===== config.mk =====
export PLATFORM = sky130hd
export DESIGN_NAME = pcpa_csr
export DESIGN_NICKNAME = d
export VERILOG_FILES = /design/src/rtl/pcpa_pkg.sv /design/src/rtl/pcpa_csr.sv
export SDC_FILE = /design/constraint.sdc
export NUM_CORES = 1
export LEC_CHECK = 0
export ABC_AREA = 1
export BUFFER_PORTS_ARGS = -buffer_cell sky130_fd_sc_hd__buf_2
export CORE_MARGIN = 2
export CORE_UTILIZATION = 45
export DETAILED_ROUTE_END_ITERATION = 8
export GPL_ROUTABILITY_DRIVEN = 1
export PLACE_DENSITY = 0.81
export SYNTH_ARGS = -nofsm -noshare
export SYNTH_HDL_FRONTEND = slang
export SYNTH_SLANG_ARGS = --single-unit

===== constraint.sdc =====
create_clock -name clock -period 1.2 [get_ports clock]
set_input_delay 0.06 -clock clock [delete_from_list [all_inputs] [get_ports clock]]
set_output_delay 0.06 -clock clock [all_outputs]
set_load 0.02 [all_outputs]

===== src/rtl/pcpa_pkg.sv =====
`default_nettype none
package pcpa_pkg;

   localparam int PAGE_SHIFT = 12;
   localparam int PAGE_NUM_W = 20;
   localparam int LIMIT_W    = 21;
   localparam int ADDR_W     = 32;
   localparam int CORE_IN_W  = 3;
   localparam int TDATA_W    = 40;
   localparam int CSR_ADDR_W = 3;
   localparam int CSR_DATA_W = 32;

   localparam logic CMD_ALLOC = 1'b0;
   localparam logic CMD_FREE  = 1'b1;

   localparam logic [1:0] STATUS_OK       = 2'd0;
   localparam logic [1:0] STATUS_EMPTY    = 2'd1;
   localparam logic [1:0] STATUS_BAD_ADDR = 2'd2;

   localparam logic REG_FIRST_PAGE = 1'b0;
   localparam logic REG_LIMIT_PAGE = 1'b1;

   localparam logic [PAGE_NUM_W-1:0] FIRST_PAGE_RST = 20'd524288;
   localparam logic [LIMIT_W-1:0]    LIMIT_PAGE_RST = 21'd557056;

   typedef struct packed {
      logic [PAGE_NUM_W-1:0] first_page;
      logic [LIMIT_W-1:0]    limit_page;
   } pcpa_cfg_type;

   // Decoded request; slot is the page number minus first_page.
   typedef struct packed {
      logic                  cmd;
      logic [CORE_IN_W-1:0]  core;
      logic [PAGE_NUM_W-1:0] slot;
      logic                  bad;
   } pcpa_req_type;

   typedef struct packed {
      logic [1:0]        status;
      logic [ADDR_W-1:0] page_addr;
   } pcpa_rsp_type;

endpackage
`default_nettype wire


===== src/rtl/pcpa_csr.sv =====
`default_nettype none
module pcpa_csr (
   input  wire                                 clock,
   input  wire                                 reset,
   input  wire                                 csr_psel,
   input  wire                                 csr_penable,
   input  wire                                 csr_pwrite,
   input  wire  [pcpa_pkg::CSR_ADDR_W-1:0]     csr_paddr,
   input  wire  [pcpa_pkg::CSR_DATA_W-1:0]     csr_pwdata,
   output logic [pcpa_pkg::CSR_DATA_W-1:0]     csr_prdata,
   output logic                                csr_pready,
   output pcpa_pkg::pcpa_cfg_type              cfg
);

   logic [pcpa_pkg::PAGE_NUM_W-1:0] first_page_ff;
   logic [pcpa_pkg::LIMIT_W-1:0]    limit_page_ff;
   logic                            reg_sel;
   logic                            wr_en;

   assign reg_sel    = csr_paddr[2];
   assign wr_en      = csr_psel && csr_penable && csr_pwrite;
   assign csr_pready = 1'b1;

   always_ff @(posedge clock) begin
      if (reset) begin
         first_page_ff <= pcpa_pkg::FIRST_PAGE_RST;
         limit_page_ff <= pcpa_pkg::LIMIT_PAGE_RST;
      end else if (wr_en) begin
         case (reg_sel)
            pcpa_pkg::REG_FIRST_PAGE: begin
               first_page_ff <= csr_pwdata[pcpa_pkg::PAGE_NUM_W-1:0];
            end
            pcpa_pkg::REG_LIMIT_PAGE: begin
               limit_page_ff <= csr_pwdata[pcpa_pkg::LIMIT_W-1:0];
            end
            default: begin
            end
         endcase
      end
   end

   always_comb begin
      case (reg_sel)
         pcpa_pkg::REG_FIRST_PAGE: csr_prdata = pcpa_pkg::CSR_DATA_W'(first_page_ff);
         pcpa_pkg::REG_LIMIT_PAGE: csr_prdata = pcpa_pkg::CSR_DATA_W'(limit_page_ff);
         default:                  csr_prdata = '0;
      endcase
   end

   assign cfg.first_page = first_page_ff;
   assign cfg.limit_page = limit_page_ff;

endmodule
`default_nettype wire


==> flow_results.xml <==
<?xml version="1.0" encoding="UTF-8"?>
<metrics>
  <group name="sta">
    <metric name="finalHoldViolations" unit="">0</metric>
    <metric name="final.period_utilization" unit="%">83.5</metric>
    <metric name="final-max-slew-violation-count" unit="">0</metric>
    <metric name="timing.setup.tns" unit="ns">0</metric>
    <metric name="top_achievable_clock_speed" unit="GHz">0.998</metric>
    <metric name="setup_viol_count_final" unit="">0</metric>
    <metric name="setup_repair_after_global_routing_missed_its_margin" unit="">no</metric>
    <metric name="min_period" unit="ns">1.00</metric>
    <metric name="worst_clock_skew" unit="ns">0</metric>
  </group>
  <group name="floorplan">
    <metric name="dieHeight" unit="µm">71.9</metric>
    <metric name="core_area" unit="µm²">4380</metric>
    <metric name="io-pin-count" unit="">114</metric>
    <metric name="die_width" unit="µm">71.9</metric>
    <metric name="std_cell_rows" unit="">24</metric>
    <metric name="initial_utilization" unit="%">47.3</metric>
    <metric name="die_area" unit="µm²">5170</metric>
  </group>
  <group name="synthesis">
    <metric name="synth_cell_type_count" unit="">16</metric>
    <metric name="yosysTopAreaCellShare" unit="%">39.6</metric>
    <metric name="syn-mean-instance-area" unit="µm²">6.32</metric>
    <metric name="synthDominantAreaCellType" unit="">sky130_fd_sc_hd__dfxtp_1</metric>
    <metric name="post_synthesis_instance_area" unit="µm²">2070</metric>
    <metric name="proportion_of_synthesized_chip_area_in_sequential_cells" unit="%">39.6</metric>
    <metric name="syn_inst" unit="">328</metric>
    <metric name="postSynthRegisterBits" unit="">41</metric>
    <metric name="synth-warning-count" unit="">0</metric>
    <metric name="synthTopCellsByArea" unit="">sky130_fd_sc_hd__dfxtp_1 40%, sky130_fd_sc_hd__nand2_1 19%, sky130_fd_sc_hd__nor2_1 14%</metric>
  </group>
  <group name="critical_path">
    <metric name="cpLargestDelayFamily" unit="">flip-flops</metric>
    <metric name="crit_buf_inv" unit="">1</metric>
    <metric name="crit_arrival" unit="ns">0.94</metric>
    <metric name="path_common_cell" unit="">sky130_fd_sc_hd__nand2_1</metric>
    <metric name="worstSetupEndpointType" unit="">primary output</metric>
    <metric name="worst_path_largest_cell_delay" unit="ns">0.37</metric>
    <metric name="worst-endpoint-required" unit="ns">1.14</metric>
    <metric name="crit_path_max_fanout" unit="">3</metric>
    <metric name="startpoint_type_of_the_worst_setup_path" unit="">flop</metric>
    <metric name="worstPathCellList" unit="">nand2_1, nand2_1, buf_2</metric>
    <metric name="critical_path_class" unit="">flop to primary output</metric>
    <metric name="critical_path.slowest_cell" unit="">sky130_fd_sc_hd__dfxtp_1</metric>
  </group>
  <group name="power_and_ir_drop">
    <metric name="vdd_drop_max" unit="mV">0.637</metric>
    <metric name="static-leakage-power" unit="nW">1.51</metric>
    <metric name="power_density" unit="nW/µm²">1180</metric>
    <metric name="totalPowerFinal" unit="mW">3.11</metric>
  </group>
  <group name="final_layout">
    <metric name="nNetsFinal" unit="">451</metric>
    <metric name="drive_gt1_share" unit="%">26.9</metric>
    <metric name="area_delta_synth_final" unit="%">27.6</metric>
    <metric name="antenna_diode_count" unit="">0</metric>
  </group>
  <group name="global_routing">
    <metric name="grt_start_max_net_pins" unit="">42</metric>
    <metric name="globalRoute.totalOverflow" unit="">0</metric>
    <metric name="initial_antenna_violation_count" unit="">0</metric>
    <metric name="global_route.usage.total" unit="%">19.1</metric>
    <metric name="first_global_vias" unit="">1818</metric>
    <metric name="grt_first_pass_wirelength" unit="mm">7.77</metric>
  </group>
  <group name="routing">
    <metric name="drt_wl_total" unit="mm">4.87</metric>
    <metric name="overall_via_count_from_detail_route" unit="">2106</metric>
    <metric name="first_pass_iters" unit="">4</metric>
    <metric name="drt_first_iter_violations" unit="">91</metric>
    <metric name="post_route_drc_violation_count" unit="">0</metric>
    <metric name="final_antenna_net_count" unit="">0</metric>
    <metric name="avgViaCountPerCell" unit="">4.54</metric>
    <metric name="wl_cell" unit="µm">10.5</metric>
  </group>
  <group name="clock_tree">
    <metric name="numCtsBuffers" unit="">5</metric>
    <metric name="clk_transition_reported_paths" unit="ns">0.08</metric>
    <metric name="ctsHtreeMaxLevel" unit="">2</metric>
    <metric name="clock_sink_count" unit="">41</metric>
    <metric name="max-clock-path-buffers" unit="">2</metric>
    <metric name="tritoncts" unit="">yes</metric>
    <metric name="root_buffer" unit="">sky130_fd_sc_hd__clkbuf_8</metric>
    <metric name="worstSkewPairLatency" unit="ns">0.29</metric>
    <metric name="post_cts.resized_instances" unit="">0</metric>
  </group>
  <group name="placed_design">
    <metric name="buffer_ports.inserted" unit="">88</metric>
    <metric name="post-dp-hpwl" unit="mm">3.38</metric>
    <metric name="finalWeightedCongestion" unit="">0.755</metric>
  </group>
  <group name="run">
    <metric name="drv.max_cap_violation_count" unit="">0</metric>
  </group>
  <group name="outcome">
    <metric name="run_status" unit="">finished clean</metric>
  </group>
  <group name="hold_path">
    <metric name="worstHoldPathType" unit="">input pin to flop</metric>
  </group>
</metrics>
-- per-layer routing --
metal / up-vias / wire length, µm / track usage, %
met5: - / 0 / 0
met2: 76 / 2310 / 33.0
met3: 5 / 388 / 4.64
li1: 1123 / - / -
met1: 902 / 2120 / 23.4
met4: 0 / 59 / 5.66
-- flip-flops by register name (all words and copies together), names as in the netlist --
name / cells
limit_page_ff: 21
first_page_ff: 20
-- what timing repair did --
| action | CTS | global route |
|---|---|---|
| hold endpoints to repair | 1 | 0 |
| hold buffers | 1 | 0 |
| setup buffers | 0 | 0 |
| endpoints found under the setup margin | 0 | 0 |
-- cell usage after synthesis --
library cell               number
sky130_fd_sc_hd__dfxtp_1       41
sky130_fd_sc_hd__o21ai_0        1
sky130_fd_sc_hd__clkbuf_1       2
sky130_fd_sc_hd__nand3_1       41
sky130_fd_sc_hd__buf_4         18
sky130_fd_sc_hd__nand2_1      106
sky130_fd_sc_hd__nor2_1        76
sky130_fd_sc_hd__nor2_2         1
sky130_fd_sc_hd__inv_2          2
sky130_fd_sc_hd__nor2_4         2
sky130_fd_sc_hd__nand3_2        1
sky130_fd_sc_hd__inv_1         22
sky130_fd_sc_hd__buf_6          3
sky130_fd_sc_hd__buf_2          7
sky130_fd_sc_hd__buf_1          3
sky130_fd_sc_hd__conb_1         2
-- where the power goes --
part | switching, mW | internal (mW) | leakage, nW
clock network | 0.455 | 0.678 | 0.0585
logic | 0.349 | 0.185 | 1.12
registers | 0.0346 | 1.41 | 0.333
-- final timing paths --
check / from / to / slack [ns] / depth (start not counted)
min: csr_pwdata[19] / first_page_ff[19]$_SDFFE_PP1P_ / 0.02 / 3
max reg2reg: first_page_ff[19]$_SDFFE_PP1P_ / first_page_ff[19]$_SDFFE_PP1P_ / 0.59 / 2
min reg2reg: limit_page_ff[15]$_SDFFE_PP1P_ / limit_page_ff[15]$_SDFFE_PP1P_ / 0.49 / 2
max: first_page_ff[19]$_SDFFE_PP1P_ / csr_prdata[19] / 0.20 / 3
-- metrics by stage --
| stage | cells | utilization, % | cell area, µm² | setup WS, ns | hold slack [ns] |
|---|---|---|---|---|---|
| floorplan | 338 | - | 2110 | 0.377 | 0.186 |
| CTS | 464 | 60.3 | 2650 | 0.193 | 0.00743 |
| detailed placement | 455 | 57.4 | 2520 | 0.285 | 0.298 |
| global route | 464 | 60.3 | 2650 | 0.131 | 0.00714 |
| finish | 464 | 60.3 | 2650 | 0.198 | 0.0173 |
| global placement | 455 | 57.4 | 2520 | 0.292 | 0.285 |
-- layout by cell type, fill, tap and decap left out --
cell type / synthesis / routed
sky130_fd_sc_hd__buf_12: 0 / 4
sky130_fd_sc_hd__buf_2: 7 / 88
sky130_fd_sc_hd__buf_4: 18 / 6
sky130_fd_sc_hd__bufinv_16: 0 / 1
sky130_fd_sc_hd__clkbuf_1: 2 / 1
sky130_fd_sc_hd__clkbuf_8: 0 / 6
sky130_fd_sc_hd__conb_1: 2 / 12
sky130_fd_sc_hd__dfxtp_1: 41 / 41
sky130_fd_sc_hd__dlygate4sd3_1: 0 / 1
sky130_fd_sc_hd__inv_1: 22 / 22
sky130_fd_sc_hd__inv_2: 2 / 2
sky130_fd_sc_hd__nand2_1: 106 / 106
sky130_fd_sc_hd__nand3_1: 41 / 41
sky130_fd_sc_hd__nand3_2: 1 / 1
sky130_fd_sc_hd__nor2_1: 76 / 76
sky130_fd_sc_hd__nor2_2: 1 / 1
sky130_fd_sc_hd__nor2_4: 2 / 2
sky130_fd_sc_hd__o21ai_0: 1 / 1
-- kinds of logic (layout without fill, tap and decap cells) --
| kind of cell | count (synthesis) | after routing | synth area share [%] |
|---|---|---|---|
| other cells | 2 | 12 | 0.362 |
| simple gates | 227 | 227 | 44.7 |
| compound gates | 1 | 1 | 0.241 |
| buf+inv | 57 | 131 | 15.1 |
| flops | 41 | 41 | 39.6 |
-- worst reg2reg max path, cell delays in order, from the launching register on --
cell,delay (ns)
sky130_fd_sc_hd__dfxtp_1,0.34
sky130_fd_sc_hd__o21ai_0,0.08
sky130_fd_sc_hd__nand3_1,0.08
-- layout make-up --
type,count,area [µm²]
Sequential cell,41,821
Clock buffer,7,86.3
Inverter,24,90.1
Clock inverter,1,30.0
Tap cell,52,65.1
Fill cell,439,1740
Multi-Input combinational cell,240,977
Timing Repair Buffer,99,576
Power figures use the tool's default switching activity.
